[config.mk]
export PLATFORM = sky130hd
export DESIGN_NAME = conv1d_same_pad_forward_flat
export DESIGN_NICKNAME = d
export VERILOG_FILES = /design/src/hw/rtl/c1d_pkg.sv /design/src/hw/rtl/c1d_if.sv /design/src/hw/rtl/c1d_ram.sv /design/src/hw/rtl/c1d_front.sv /design/src/hw/rtl/c1d_back.sv /design/src/hw/rtl/conv1d_same_pad_forward.sv /design/src/flat_wrapper.sv
export SDC_FILE = /design/constraint.sdc
export NUM_CORES = 2
export LEC_CHECK = 0
export BUFFER_PORTS_ARGS = -buffer_cell sky130_fd_sc_hd__buf_2
export CAP_MARGIN = 25
export CORE_ASPECT_RATIO = 1.1
export CORE_UTILIZATION = 45
export DETAILED_ROUTE_END_ITERATION = 8
export SYNTH_ARGS = -nofsm -noshare
export SYNTH_HDL_FRONTEND = slang
export SYNTH_HIERARCHICAL = 1
export SYNTH_SLANG_ARGS = --single-unit
export TNS_END_PERCENT = 30
[constraint.sdc]
create_clock -name clk -period 32.4 [get_ports clk]
set_input_delay 6.48 -clock clk [delete_from_list [all_inputs] [get_ports clk]]
set_output_delay 6.48 -clock clk [all_outputs]
set_load 0.01 [all_outputs]
[src/hw/rtl/c1d_pkg.sv]
// Package for the 1D convolution block: field widths, codes, command type.
// No dependencies.
`default_nettype none
package c1d_pkg;
  localparam int CH_W  = 3;
  localparam int TAP_W = 2;
  localparam int VAL_W = 16;
  localparam int RES_W = 32;
  localparam int ACC_W = 48;
  localparam int QUEUE_DEPTH = 4;

  localparam logic [1:0] ACT_WEIGHT = 2'd0;
  localparam logic [1:0] ACT_BIAS   = 2'd1;
  localparam logic [1:0] ACT_SAMPLE = 2'd2;

  typedef enum logic [1:0] {
    CMD_WEIGHT,
    CMD_BIAS,
    CMD_SAMPLE
  } cmd_kind_t;

  typedef struct packed {
    cmd_kind_t          kind;
    logic [CH_W-1:0]    out_channel;
    logic [CH_W-1:0]    in_channel;
    logic [TAP_W-1:0]   tap;
    logic [VAL_W-1:0]   value;
    logic               eos;
  } cmd_t;

  typedef struct packed {
    logic valid;
    cmd_t cmd;
  } q_head_t;

  typedef enum logic [2:0] {
    S_IDLE,
    S_POS,
    S_BIAS,
    S_MAC,
    S_D1,
    S_D2,
    S_OUT
  } state_t;
endpackage
`default_nettype wire

[src/hw/rtl/c1d_if.sv]
// Valid/ready channel interfaces for input items and results.
// Depends on c1d_pkg.
`default_nettype none
interface c1d_item_if;
  logic                        valid;
  logic                        ready;
  logic [1:0]                  action;
  logic [c1d_pkg::CH_W-1:0]    out_channel;
  logic [c1d_pkg::CH_W-1:0]    in_channel;
  logic [c1d_pkg::TAP_W-1:0]   tap;
  logic signed [c1d_pkg::VAL_W-1:0] value;
  logic                        end_of_sequence;
  modport source (output valid, action, out_channel, in_channel, tap, value,
                  end_of_sequence, input ready);
  modport sink (input valid, action, out_channel, in_channel, tap, value,
                end_of_sequence, output ready);
endinterface

interface c1d_res_if;
  logic                        valid;
  logic                        ready;
  logic [c1d_pkg::CH_W-1:0]    channel_out;
  logic signed [c1d_pkg::RES_W-1:0] result;
  logic                        last;
  modport source (output valid, channel_out, result, last, input ready);
  modport sink (input valid, channel_out, result, last, output ready);
endinterface
`default_nettype wire

[src/hw/rtl/c1d_ram.sv]
// Generic single-write, single-read RAM with registered read data.
// No dependencies.
`default_nettype none
module c1d_ram #(
  parameter int WIDTH = 16,
  parameter int DEPTH = 8,
  parameter int AW = (DEPTH > 1) ? $clog2(DEPTH) : 1
) (
  input  wire logic             clk,
  input  wire logic             we,
  input  wire logic [AW-1:0]    waddr,
  input  wire logic [WIDTH-1:0] wdata,
  input  wire logic [AW-1:0]    raddr,
  output logic      [WIDTH-1:0] rdata
);
  logic [WIDTH-1:0] mem [DEPTH];

  always_ff @(posedge clk) begin
    if (we) begin
      mem[waddr] <= wdata;
    end
    rdata <= mem[raddr];
  end
endmodule
`default_nettype wire

[src/hw/rtl/c1d_front.sv]
// Front end: accepts items, drops ignored ones, queues commands for the back end.
// Depends on c1d_pkg and c1d_item_if.
`default_nettype none
module c1d_front #(
  parameter int IN_CHANNELS  = 8,
  parameter int OUT_CHANNELS = 8,
  parameter int TAPS         = 3
) (
  input  wire logic        clk,
  input  wire logic        rst,
  c1d_item_if.sink         item,
  output c1d_pkg::q_head_t head,
  input  wire logic        pop
);
  import c1d_pkg::*;

  localparam int QAW = $clog2(QUEUE_DEPTH);

  cmd_t            q [QUEUE_DEPTH];
  logic [QAW-1:0]  wptr;
  logic [QAW-1:0]  rptr;
  logic [QAW:0]    count;
  logic            keep;
  logic            push;
  cmd_t            cmd;

  assign item.ready = (count != (QAW+1)'(QUEUE_DEPTH));

  always_comb begin
    cmd.out_channel = item.out_channel;
    cmd.in_channel  = item.in_channel;
    cmd.tap         = item.tap;
    cmd.value       = item.value;
    cmd.eos         = item.end_of_sequence;
    cmd.kind        = CMD_SAMPLE;
    keep            = 1'b0;
    unique case (item.action)
      ACT_WEIGHT: begin
        cmd.kind = CMD_WEIGHT;
        keep = (int'(item.out_channel) < OUT_CHANNELS) &&
               (int'(item.in_channel) < IN_CHANNELS) && (int'(item.tap) < TAPS);
      end
      ACT_BIAS: begin
        cmd.kind = CMD_BIAS;
        keep = int'(item.out_channel) < OUT_CHANNELS;
      end
      ACT_SAMPLE: begin
        cmd.kind = CMD_SAMPLE;
        keep = int'(item.in_channel) < IN_CHANNELS;
      end
      default: keep = 1'b0;
    endcase
  end

  assign push = item.valid && item.ready && keep;
  assign head.valid = (count != '0);
  assign head.cmd = q[rptr];

  always_ff @(posedge clk) begin
    if (push) begin
      q[wptr] <= cmd;
    end
    if (rst) begin
      wptr  <= '0;
      rptr  <= '0;
      count <= '0;
    end else begin
      if (push) begin
        wptr <= wptr + 1'b1;
      end
      if (pop) begin
        rptr <= rptr + 1'b1;
      end
      if (push && !pop) begin
        count <= count + 1'b1;
      end else if (pop && !push) begin
        count <= count - 1'b1;
      end
    end
  end
endmodule
`default_nettype wire

[src/hw/rtl/c1d_back.sv]
// Back end: weight/bias stores, sample window and the shared multiply-accumulate.
// Depends on c1d_pkg, c1d_ram and c1d_res_if.
`default_nettype none
module c1d_back #(
  parameter int IN_CHANNELS  = 8,
  parameter int OUT_CHANNELS = 8,
  parameter int TAPS         = 3
) (
  input  wire logic       clk,
  input  wire logic       rst,
  input  c1d_pkg::q_head_t head,
  output logic            pop,
  c1d_res_if.source       res
);
  import c1d_pkg::*;

  localparam int PAD   = TAPS / 2;
  localparam int WDEP  = OUT_CHANNELS * IN_CHANNELS * TAPS;
  localparam int WAW   = (WDEP > 1) ? $clog2(WDEP) : 1;
  localparam int BAW   = (OUT_CHANNELS > 1) ? $clog2(OUT_CHANNELS) : 1;
  localparam int ICW   = (IN_CHANNELS > 1) ? $clog2(IN_CHANNELS) : 1;
  localparam int KW    = (TAPS > 1) ? $clog2(TAPS) : 1;
  localparam int PSW   = $clog2(PAD + 2);

  state_t state, state_next;

  logic signed [VAL_W-1:0] win [TAPS][IN_CHANNELS];
  logic [BAW-1:0]  oc;
  logic [ICW-1:0]  ic;
  logic [KW-1:0]   k;
  logic [PSW-1:0]  ps;
  logic [PSW-1:0]  ps_inc;
  logic [PSW-1:0]  rem;
  logic            eos;
  logic signed [ACC_W-1:0] acc;
  logic signed [RES_W-1:0] prod;
  logic signed [VAL_W-1:0] sample_a;
  logic            valid_a;
  logic            valid_b;

  logic             w_we;
  logic [WAW-1:0]   w_waddr;
  logic [WAW-1:0]   w_raddr;
  logic [VAL_W-1:0] w_rdata;
  logic             b_we;
  logic [VAL_W-1:0] b_rdata;

  logic completes;
  logic emit;
  logic mac_last;
  logic out_load;
  logic oc_last;
  logic advance;
  logic signed [RES_W-1:0] sat;

  c1d_ram #(.WIDTH(VAL_W), .DEPTH(WDEP)) u_wram (
    .clk(clk), .we(w_we), .waddr(w_waddr), .wdata(head.cmd.value),
    .raddr(w_raddr), .rdata(w_rdata)
  );

  c1d_ram #(.WIDTH(VAL_W), .DEPTH(OUT_CHANNELS)) u_bram (
    .clk(clk), .we(b_we), .waddr(BAW'(head.cmd.out_channel)), .wdata(head.cmd.value),
    .raddr(oc), .rdata(b_rdata)
  );

  assign completes = (int'(head.cmd.in_channel) == IN_CHANNELS - 1) || head.cmd.eos;
  assign ps_inc    = (int'(ps) < PAD + 1) ? ps + 1'b1 : ps;
  assign emit      = int'(ps_inc) > PAD;
  assign mac_last  = (int'(k) == TAPS - 1) && (int'(ic) == IN_CHANNELS - 1);
  assign out_load  = (state == S_OUT) && (!res.valid || res.ready);
  assign oc_last   = int'(oc) == OUT_CHANNELS - 1;
  assign advance   = ((state == S_POS) && !emit) || (out_load && oc_last);

  always_comb begin
    if (acc[ACC_W-1] == 1'b0 && |acc[ACC_W-2:RES_W-1]) begin
      sat = {1'b0, {(RES_W-1){1'b1}}};
    end else if (acc[ACC_W-1] == 1'b1 && !(&acc[ACC_W-2:RES_W-1])) begin
      sat = {1'b1, {(RES_W-1){1'b0}}};
    end else begin
      sat = acc[RES_W-1:0];
    end
  end

  always_comb begin
    state_next = state;
    unique case (state)
      S_IDLE: begin
        if (head.valid && head.cmd.kind == CMD_SAMPLE && completes) begin
          state_next = S_POS;
        end
      end
      S_POS: begin
        if (emit) begin
          state_next = S_BIAS;
        end else if (rem == PSW'(1)) begin
          state_next = S_IDLE;
        end
      end
      S_BIAS: state_next = S_MAC;
      S_MAC: begin
        if (mac_last) begin
          state_next = S_D1;
        end
      end
      S_D1: state_next = S_D2;
      S_D2: state_next = S_OUT;
      S_OUT: begin
        if (out_load) begin
          if (!oc_last) begin
            state_next = S_BIAS;
          end else if (rem == PSW'(1)) begin
            state_next = S_IDLE;
          end else begin
            state_next = S_POS;
          end
        end
      end
      default: state_next = S_IDLE;
    endcase
  end

  always_comb begin
    pop     = 1'b0;
    w_we    = 1'b0;
    b_we    = 1'b0;
    w_waddr = WAW'((int'(head.cmd.out_channel) * IN_CHANNELS + int'(head.cmd.in_channel))
                   * TAPS + int'(head.cmd.tap));
    w_raddr = WAW'((int'(oc) * IN_CHANNELS + int'(ic)) * TAPS + int'(k));
    if (state == S_IDLE && head.valid) begin
      pop  = 1'b1;
      w_we = head.cmd.kind == CMD_WEIGHT;
      b_we = head.cmd.kind == CMD_BIAS;
    end
  end

  always_ff @(posedge clk) begin
    sample_a <= win[k][ic];
    if (valid_a) begin
      prod <= sample_a * $signed(w_rdata);
    end
    if (state == S_MAC && k == '0 && ic == '0) begin
      acc <= {{(ACC_W-VAL_W-8){b_rdata[VAL_W-1]}}, b_rdata, 8'h00};
    end else if (valid_b) begin
      acc <= acc + {{(ACC_W-RES_W){prod[RES_W-1]}}, prod};
    end
    if (out_load) begin
      res.channel_out <= CH_W'(oc);
      res.result      <= sat;
      res.last        <= oc_last && (rem == PSW'(1));
    end
    case (state)
      S_IDLE: begin
        if (head.valid && head.cmd.kind == CMD_SAMPLE) begin
          rem <= head.cmd.eos ? PSW'(PAD + 1) : PSW'(1);
          eos <= head.cmd.eos;
        end
      end
      S_BIAS: begin
        k  <= '0;
        ic <= '0;
      end
      S_MAC: begin
        if (int'(ic) == IN_CHANNELS - 1) begin
          ic <= '0;
          k  <= k + 1'b1;
        end else begin
          ic <= ic + 1'b1;
        end
      end
      default: ;
    endcase
    if (state == S_POS) begin
      oc <= '0;
    end else if (out_load && !oc_last) begin
      oc <= oc + 1'b1;
    end
    if (advance) begin
      rem <= rem - 1'b1;
    end

    if (rst) begin
      state   <= S_IDLE;
      ps      <= '0;
      valid_a <= 1'b0;
      valid_b <= 1'b0;
      res.valid <= 1'b0;
      for (int t = 0; t < TAPS; t++) begin
        for (int c = 0; c < IN_CHANNELS; c++) begin
          win[t][c] <= '0;
        end
      end
    end else begin
      state   <= state_next;
      valid_a <= state == S_MAC;
      valid_b <= valid_a;
      if (out_load) begin
        res.valid <= 1'b1;
      end else if (res.ready) begin
        res.valid <= 1'b0;
      end
      if (state == S_POS) begin
        ps <= ps_inc;
      end
      if (state == S_IDLE && head.valid && head.cmd.kind == CMD_SAMPLE) begin
        win[TAPS-1][ICW'(head.cmd.in_channel)] <= head.cmd.value;
      end
      if (advance) begin
        if (rem == PSW'(1) && eos) begin
          ps <= '0;
          for (int t = 0; t < TAPS; t++) begin
            for (int c = 0; c < IN_CHANNELS; c++) begin
              win[t][c] <= '0;
            end
          end
        end else begin
          for (int t = 0; t < TAPS - 1; t++) begin
            for (int c = 0; c < IN_CHANNELS; c++) begin
              win[t][c] <= win[t+1][c];
            end
          end
          for (int c = 0; c < IN_CHANNELS; c++) begin
            win[TAPS-1][c] <= '0;
          end
        end
      end
    end
  end
endmodule
`default_nettype wire

[src/hw/rtl/conv1d_same_pad_forward.sv]
// Multichannel 1D convolution, same zero padding, per-channel bias.
// Load and sample items are queued; a queue of 4 commands decouples the front.
// Each output channel passes through S_BIAS, S_MAC over every tap and input channel,
// S_D1, S_D2 and S_OUT on the one shared MAC; an emitting position does this for every output channel in turn.
// End of sequence adds up to TAPS/2 more such positions. Other items retire from S_IDLE.
// Synchronous reset clears the window, position count, queue and output; stores stay unset.
`default_nettype none
module conv1d_same_pad_forward #(
  parameter int IN_CHANNELS  = 8,
  parameter int OUT_CHANNELS = 8,
  parameter int TAPS         = 3
) (
  input wire logic  clk,
  input wire logic  rst,
  c1d_item_if.sink  item,
  c1d_res_if.source res
);
  import c1d_pkg::*;

  q_head_t head;
  logic    pop;

  c1d_front #(
    .IN_CHANNELS(IN_CHANNELS), .OUT_CHANNELS(OUT_CHANNELS), .TAPS(TAPS)
  ) u_front (
    .clk(clk), .rst(rst), .item(item), .head(head), .pop(pop)
  );

  c1d_back #(
    .IN_CHANNELS(IN_CHANNELS), .OUT_CHANNELS(OUT_CHANNELS), .TAPS(TAPS)
  ) u_back (
    .clk(clk), .rst(rst), .head(head), .pop(pop), .res(res)
  );
endmodule
`default_nettype wire

[src/flat_wrapper.sv]
// flat-port wrapper written by rule: the top's interface ports become plain ports
module conv1d_same_pad_forward_flat import c1d_pkg::*;
#(
  parameter int IN_CHANNELS  = 8,
  parameter int OUT_CHANNELS = 8,
  parameter int TAPS         = 3
)
  (clk, rst, item_valid, item_action, item_out_channel, item_in_channel, item_tap, item_value, item_end_of_sequence, item_ready, res_valid, res_channel_out, res_result, res_last, res_ready);
  c1d_item_if item_i ();
  c1d_res_if res_i ();
  input wire logic clk;
  input wire logic rst;
  input wire logic [$bits(item_i.valid)-1:0] item_valid;
  input wire logic [$bits(item_i.action)-1:0] item_action;
  input wire logic [$bits(item_i.out_channel)-1:0] item_out_channel;
  input wire logic [$bits(item_i.in_channel)-1:0] item_in_channel;
  input wire logic [$bits(item_i.tap)-1:0] item_tap;
  input wire logic [$bits(item_i.value)-1:0] item_value;
  input wire logic [$bits(item_i.end_of_sequence)-1:0] item_end_of_sequence;
  output wire logic [$bits(item_i.ready)-1:0] item_ready;
  output wire logic [$bits(res_i.valid)-1:0] res_valid;
  output wire logic [$bits(res_i.channel_out)-1:0] res_channel_out;
  output wire logic [$bits(res_i.result)-1:0] res_result;
  output wire logic [$bits(res_i.last)-1:0] res_last;
  input wire logic [$bits(res_i.ready)-1:0] res_ready;
  assign item_i.valid = item_valid;
  assign item_i.action = item_action;
  assign item_i.out_channel = item_out_channel;
  assign item_i.in_channel = item_in_channel;
  assign item_i.tap = item_tap;
  assign item_i.value = item_value;
  assign item_i.end_of_sequence = item_end_of_sequence;
  assign item_ready = item_i.ready;
  assign res_valid = res_i.valid;
  assign res_channel_out = res_i.channel_out;
  assign res_result = res_i.result;
  assign res_last = res_i.last;
  assign res_i.ready = res_ready;
  conv1d_same_pad_forward #(.IN_CHANNELS(IN_CHANNELS), .OUT_CHANNELS(OUT_CHANNELS), .TAPS(TAPS)) u_core (.clk(clk), .rst(rst), .item(item_i), .res(res_i));
endmodule
== After elaboration in Yosys (flattened, before gate mapping) ==
Memories as Yosys holds them, arrays and structs flattened. A register that Yosys moved wholly into a read port is not among the register bits.
Index checks and enable logic that the tools add are counted.

* Register bits after elaboration: 158
* RAM bits: 3,692
* Input bits: 31
* Output and inout bits: 38
* Word-level logic and storage cells: 1,010
* Memories kept: 4

* $add $sub $neg: 14
* Multipliers: 3
* Order comparisons: 6
* Equal/unequal tests: 21
* Muxes and demuxes: 475
* Bitwise operators: 419
* Reductions and logical operators: 48

{| class="wikitable"
|+ Memory list
! name !! depth !! bits a word !! rd ports !! clocked after Yosys merged registers in !! wr ports !! line !! text
|-
| u_core.u_back.u_wram.mem || 192 || 16 || 1 || 1 || 1 || c1d_ram.sv:16 || <nowiki>logic [WIDTH-1:0] mem [DEPTH];</nowiki>
|-
| u_core.u_back.win || 3 || 128 || 3 || 1 || 3 || c1d_back.sv:27 || <nowiki>logic signed [VAL_W-1:0] win [TAPS][IN_CHANNELS];</nowiki>
|-
| u_core.u_back.u_bram.mem || 8 || 16 || 1 || 1 || 1 || c1d_ram.sv:16 ||
|-
| u_core.u_front.q || 4 || 27 || 1 || 1 || 1 || c1d_front.sv:19 || <nowiki>cmd_t q [QUEUE_DEPTH];</nowiki>
|}

{| class="wikitable"
|+ Operators with widths
! kind !! number
|-
| 16-bit 2-to-1 mux || 35
|-
| 1-bit bitwise OR || 416
|-
| 1-bit 2-to-1 mux || 408
|-
| 128-bit 2-to-1 mux || 1
|-
| 48-bit 2-to-1 mux || 2
|-
| 48-bit adder || 1
|-
| 16-bit binary-select mux with 3-bit select || 1
|-
| 16-bit demux with 3-bit select || 1
|-
| 16-bit by 16-bit multiplier with 32-bit output || 1
|-
| 32-bit 2-to-1 mux || 1
|-
| 2-bit 2-to-1 mux || 13
|-
| 3-bit 2-to-1 mux || 8
|-
| 3-bit one-hot mux with 7 select lines || 1
|-
| 1-bit logical AND || 20
|-
| 8-bit by 2-bit adder with 8-bit output || 2
|-
| 7-bit by 2-bit multiplier with 8-bit output (second input constant) || 2
|-
| 16-bit AND reduction || 1
|-
| 16-bit OR reduction || 1
|-
| 6-bit by 3-bit adder with 7-bit output || 2
|-
| 3-bit by 1-bit == test with 1-bit output (second input constant) || 4
|-
| 2-bit nonzero test || 6
|-
| 3-bit by 1-bit adder with 3-bit output (second input constant) || 3
|-
| 3-bit == test (second input constant) || 3
|-
| 2-bit by 1-bit adder with 2-bit output (second input constant) || 4
|-
| other kinds (25) || 49
|}

== Logic depth before layout (Yosys ltp) ==
* Word-level depth: 11
* Depth in mapped cells: 23
* Depth with buffers taken out: 22

== Hierarchy ==
The synthesis kept the hierarchy.

{| class="wikitable"
|+ By module, submodules not included
! module !! times used !! cells each !! area each (um^2) !! sequential area each (um^2)
|-
| c1d_ram at u_core.u_back.u_wram || 1 || 4,937 || 118,255.9 || 92,568.8
|-
| c1d_back || 1 || 3,069 || 36,128.4 || 15,755.1
|-
| c1d_ram at u_core.u_back.u_bram || 1 || 214 || 5,293.8 || 4,164.0
|-
| c1d_front || 1 || 197 || 4,426.7 || 3,423.3
|}

== Least setup slack after synthesis ==
Ideal clock, no wire load.

* Path type: input to register
* Start point: input res_ready
* End point: memory u_core/u_back/win[2][0] in the netlist's numbering, enable pin
* Setup time: 371 ps
* Arrival: 14,407 ps
* Data required time: 32,029 ps
* Setup slack: 17,622 ps
* Stages on the path: 6
* Buffers on the path: 0
* Path through: nor2b_1 nor2_1 a22oi_1 nor2b_1 inv_1 a21o_1

{| class="wikitable"
|+ RTL lines
! item !! line !! text
|-
| start, declared || flat_wrapper.sv:25 || <nowiki>input wire logic [$bits(res_i.ready)-1:0] res_ready;</nowiki>
|-
| end, declared || c1d_back.sv:27 ||
|}

==> flow_results.xml <==
<?xml version="1.0" encoding="UTF-8"?>
<metrics>
  <group name="outcome">
    <metric name="outcome" unit="">complete, no violations</metric>
  </group>
  <group name="critical_path">
    <metric name="setup.worst_path.start_class" unit="">primary input</metric>
    <metric name="setup.worst_path.class" unit="">in2reg</metric>
    <metric name="crit_path_max_fanout" unit="">117</metric>
    <metric name="timing.critical_path.arrival" unit="ns">10.08</metric>
    <metric name="critical_path_required" unit="ns">33.00</metric>
    <metric name="critical_path.endpoint_type" unit="">register</metric>
  </group>
  <group name="die">
    <metric name="die_h" unit="µm">635</metric>
    <metric name="floorplan.io_pins" unit="">69</metric>
    <metric name="floorplan.initialDensity" unit="%">45.2</metric>
    <metric name="die_boundary_width" unit="µm">578</metric>
    <metric name="core" unit="µm²">363000</metric>
    <metric name="num_rows" unit="">232</metric>
    <metric name="die_area" unit="µm²">367000</metric>
  </group>
  <group name="drt">
    <metric name="drt_iter0_drcs" unit="">7755</metric>
    <metric name="vias" unit="">82000</metric>
    <metric name="drt-pass1-iter-count" unit="">6</metric>
    <metric name="avgRoutedWirePerCell" unit="µm">29.5</metric>
    <metric name="finalWirelength" unit="mm">412</metric>
    <metric name="antenna_left" unit="">0</metric>
    <metric name="route.detailed.vias_per_inst" unit="">5.88</metric>
    <metric name="drc" unit="">0</metric>
  </group>
  <group name="clock_tree">
    <metric name="numClockSinks" unit="">3886</metric>
    <metric name="cts_resized" unit="">0</metric>
    <metric name="clk_root_buffer_cell" unit="">clkbuf_16</metric>
    <metric name="insertion_delay" unit="ns">0.96</metric>
    <metric name="htreeDepth" unit="">5</metric>
    <metric name="postCtsHoldBufs" unit="">0</metric>
    <metric name="tritoncts.num_buffers" unit="">395</metric>
    <metric name="path_clk_slew" unit="ns">0.06</metric>
    <metric name="tritoncts" unit="">yes</metric>
    <metric name="postCtsSetupRepairBufs" unit="">0</metric>
    <metric name="ctsLongestPathBuffers" unit="">4</metric>
  </group>
  <group name="logic_synthesis">
    <metric name="yosysTopAreaCell" unit="">edfxtp_1</metric>
    <metric name="synth_enable_flop_cells" unit="">3808</metric>
    <metric name="yosysWarnings" unit="">6</metric>
    <metric name="post_synth.cell_area_avg" unit="µm²">19.5</metric>
    <metric name="ys_dominant_reg_cell" unit="">edfxtp_1</metric>
    <metric name="post-synth-top-area-fraction" unit="%">69.7</metric>
    <metric name="netlist-cell-type-count" unit="">87</metric>
    <metric name="synth_sequential_area_ratio" unit="%">70.6</metric>
    <metric name="ys_ff_latch" unit="">3886</metric>
    <metric name="synthCells" unit="">8417</metric>
    <metric name="synth_area_leaders" unit="">edfxtp_1 70%, mux4_2 14%, fa_1 3.3%</metric>
    <metric name="synth.net_count" unit="">8890</metric>
    <metric name="post_synth_instance_area" unit="µm²">164000</metric>
    <metric name="synth-async-reset-ratio" unit="%">0</metric>
    <metric name="synth_top_cells_by_count" unit="">3808 x edfxtp_1, 997 x mux4_2, 395 x and2_1, 357 x nor2_1, 341 x inv_1</metric>
    <metric name="synth_most_common_cell" unit="">edfxtp_1</metric>
  </group>
  <group name="pwr">
    <metric name="vdd_drop_max" unit="mV">0.603</metric>
    <metric name="power_per_cell_area" unit="nW/µm²">110</metric>
    <metric name="power.leakage" unit="nW">60.4</metric>
  </group>
  <group name="sta">
    <metric name="finalSetupViolations" unit="">0</metric>
    <metric name="layout_worst_path_cycle_share" unit="%">29.3</metric>
    <metric name="fmaxAchievable" unit="MHz">105</metric>
    <metric name="hold_viol" unit="">0</metric>
    <metric name="rsz_0062_raised_after_global_routing" unit="">no</metric>
    <metric name="timing_worst_slew_pin_value" unit="ns">1.17</metric>
    <metric name="max-slew-margin-rel" unit="%">21.8</metric>
    <metric name="slew_violations" unit="">0</metric>
    <metric name="finalWorstPathRequiredPeriod" unit="ns">9.48</metric>
    <metric name="final.setup.tns" unit="ns">0</metric>
    <metric name="clock-skew-final" unit="ns">0.0504</metric>
  </group>
  <group name="place">
    <metric name="dp_hpwl" unit="mm">253</metric>
    <metric name="place_inst" unit="">13200</metric>
    <metric name="finalWeightedCongestion" unit="">0.854</metric>
    <metric name="portbufs" unit="">68</metric>
  </group>
  <group name="flow_run">
    <metric name="maxCapViolCount" unit="">0</metric>
  </group>
  <group name="global_route">
    <metric name="grt_pass1_vias" unit="">83700</metric>
    <metric name="grt_pass1_wl" unit="mm">597</metric>
    <metric name="globalRouteMet3Util" unit="%">3.43</metric>
    <metric name="gr_usage_total" unit="%">22.4</metric>
    <metric name="gr-usage-met2" unit="%">37.1</metric>
    <metric name="top_usage_layer" unit="">met2</metric>
    <metric name="grt.overflow.total" unit="">0</metric>
    <metric name="antenna_violations_before_repair" unit="">25</metric>
    <metric name="grt_max_degree" unit="">185</metric>
    <metric name="gr-usage-met1" unit="%">30.9</metric>
  </group>
  <group name="layout">
    <metric name="final_layout_size_suffix_gt1_share" unit="%">24.0</metric>
    <metric name="finish.cell_count_without_fillers" unit="">13900</metric>
    <metric name="area_delta_synth_final" unit="%">12.6</metric>
    <metric name="design.final.nets" unit="">9264</metric>
  </group>
  <group name="min_path">
    <metric name="hold_path.class" unit="">reg2reg</metric>
  </group>
</metrics>
-- layout by cell type, fill, tap and decap left out, types with 14 or more instances in the layout --
cell type,Yosys,routed
nand3_1,75,75
a21oi_1,157,157
a221oi_1,14,14
mux4_4,0,16
o211ai_1,16,16
nor2_1,357,292
dfxtp_1,78,73
nand2_1,267,267
bufinv_16,0,42
a21o_1,43,43
o21ai_0,65,65
o21bai_1,16,16
inv_1,341,339
ha_1,174,172
and3_1,151,151
clkbuf_1,231,68
o21a_1,39,39
nor3_1,38,33
clkinv_2,0,94
and2_1,395,395
edfxtp_1,3808,3808
mux4_2,997,981
nor2_2,0,60
xor2_1,29,28
buf_2,79,68
xnor2_1,60,58
clkinv_1,0,73
a22oi_1,46,46
fa_1,268,268
nor2b_1,32,31
clkbuf_16,0,403
buf_4,40,310
mux4_1,28,28
nand2b_1,30,30
buf_8,0,14
mux2i_1,173,173
mux2_2,61,61
nand4_1,31,31
-- per-stage QoR --
step                      cell area (µm²)  power [mW]  setup WS (ns)  utilization [%]  hold slack, ns
final                              185000        20.3          22.92             50.9           0.495
after global routing               185000        21.8          22.60             50.9           0.546
after CTS                          184000        20.5          22.47             50.8           0.495
after detailed placement           171000        15.9          21.44             47.2           0.487
after global placement             171000        15.7          21.60             47.2           0.497
after floorplan                    164000        13.2          17.62                -           0.461
-- cell families after synthesis --
kind of cell    Yosys count  share of synthesized area [%]
xor+xnor                 89                          0.475
fa+ha+maj               442                           4.60
mux                    1260                           15.6
buf+inv                 782                           2.08
simple gates           1424                           4.42
compound gates          534                           2.19
flops                  3886                           70.6
-- registers in the layout, indices dropped and copies added, names as in the netlist, 2 cells and up, named ones only --
| name | count |
|---|---|
| u_core/u_back/sample_a | 16 |
| u_core/u_back/k | 2 |
| u_core/u_back/u_bram/rdata | 16 |
| u_core/u_back/u_wram/rdata | 16 |
| u_core/u_back/oc | 3 |
| u_core/u_back/rem | 2 |
| u_core/u_back/acc | 48 |
| u_core/u_back/u_wram/mem | 3072 |
| u_core/u_back/res.result | 32 |
| u_core/u_back/res.channel_out | 3 |
| u_core/u_back/u_bram/mem | 128 |
| u_core/u_front/q | 108 |
| u_core/u_front/wptr | 2 |
| u_core/u_front/rptr | 2 |
| u_core/u_back/ps | 2 |
| u_core/u_back/win | 384 |
| u_core/u_front/count | 3 |
| u_core/u_back/prod | 32 |
| u_core/u_back/state | 3 |
| u_core/u_back/ic | 3 |
-- report_power, final --
part	internal (mW)	leakage [nW]	switching, mW	total, mW
Clock	2.63	6.35	1.92	4.55
Combinational	3.48	18.6	5.54	9.02
Sequential	6.63	35.4	0.137	6.77
Total	12.7	60.4	7.60	20.3
-- critical path, cell delays in order --
cell and delay (ns):
buf_2 0.10, nor2b_1 0.32, nor2_4 0.12, a22oi_1 0.51
nor2b_1 0.85, inv_8 0.51, buf_4 0.57, a21o_1 0.51
-- worst paths after layout --
kind,from,to,slack [ns],cells after the start
max,res_ready,u_core/u_back/win[2][35]$_SDFFCE_PN0P_,22.92,8
min,u_core/u_back/ps[1]$_SDFF_PP0_,u_core/u_back/ps[1]$_SDFF_PP0_,0.49,2
max reg2reg,u_core/u_back/ic[1]$_SDFFCE_PP0P_,u_core/u_back/u_wram/rdata[14]$_DFF_P_,25.07,12
min reg2reg,u_core/u_back/ps[1]$_SDFF_PP0_,u_core/u_back/ps[1]$_SDFF_PP0_,0.49,2
-- final cells by class --
cell class                 instances  area (µm²)
tap                             4797        6000
sequential                      3886      116000
clock inverter                   250        2490
multi-input combinational       3749       45100
timing repair buffer             418        3450
clock buffer                     476       10400
antenna                            9        22.5
inverter                         341        1290
fill                           28900      178000
-- layer usage --
layer / vias to the layer above / routed length [µm]
met3: 551 / 27500
li1: 34300 / -
met4: 12 / 12500
met1: 44200 / 167000
met5: - / 76
met2: 2859 / 204000
Note: power is estimated with default switching activity, not from simulation.
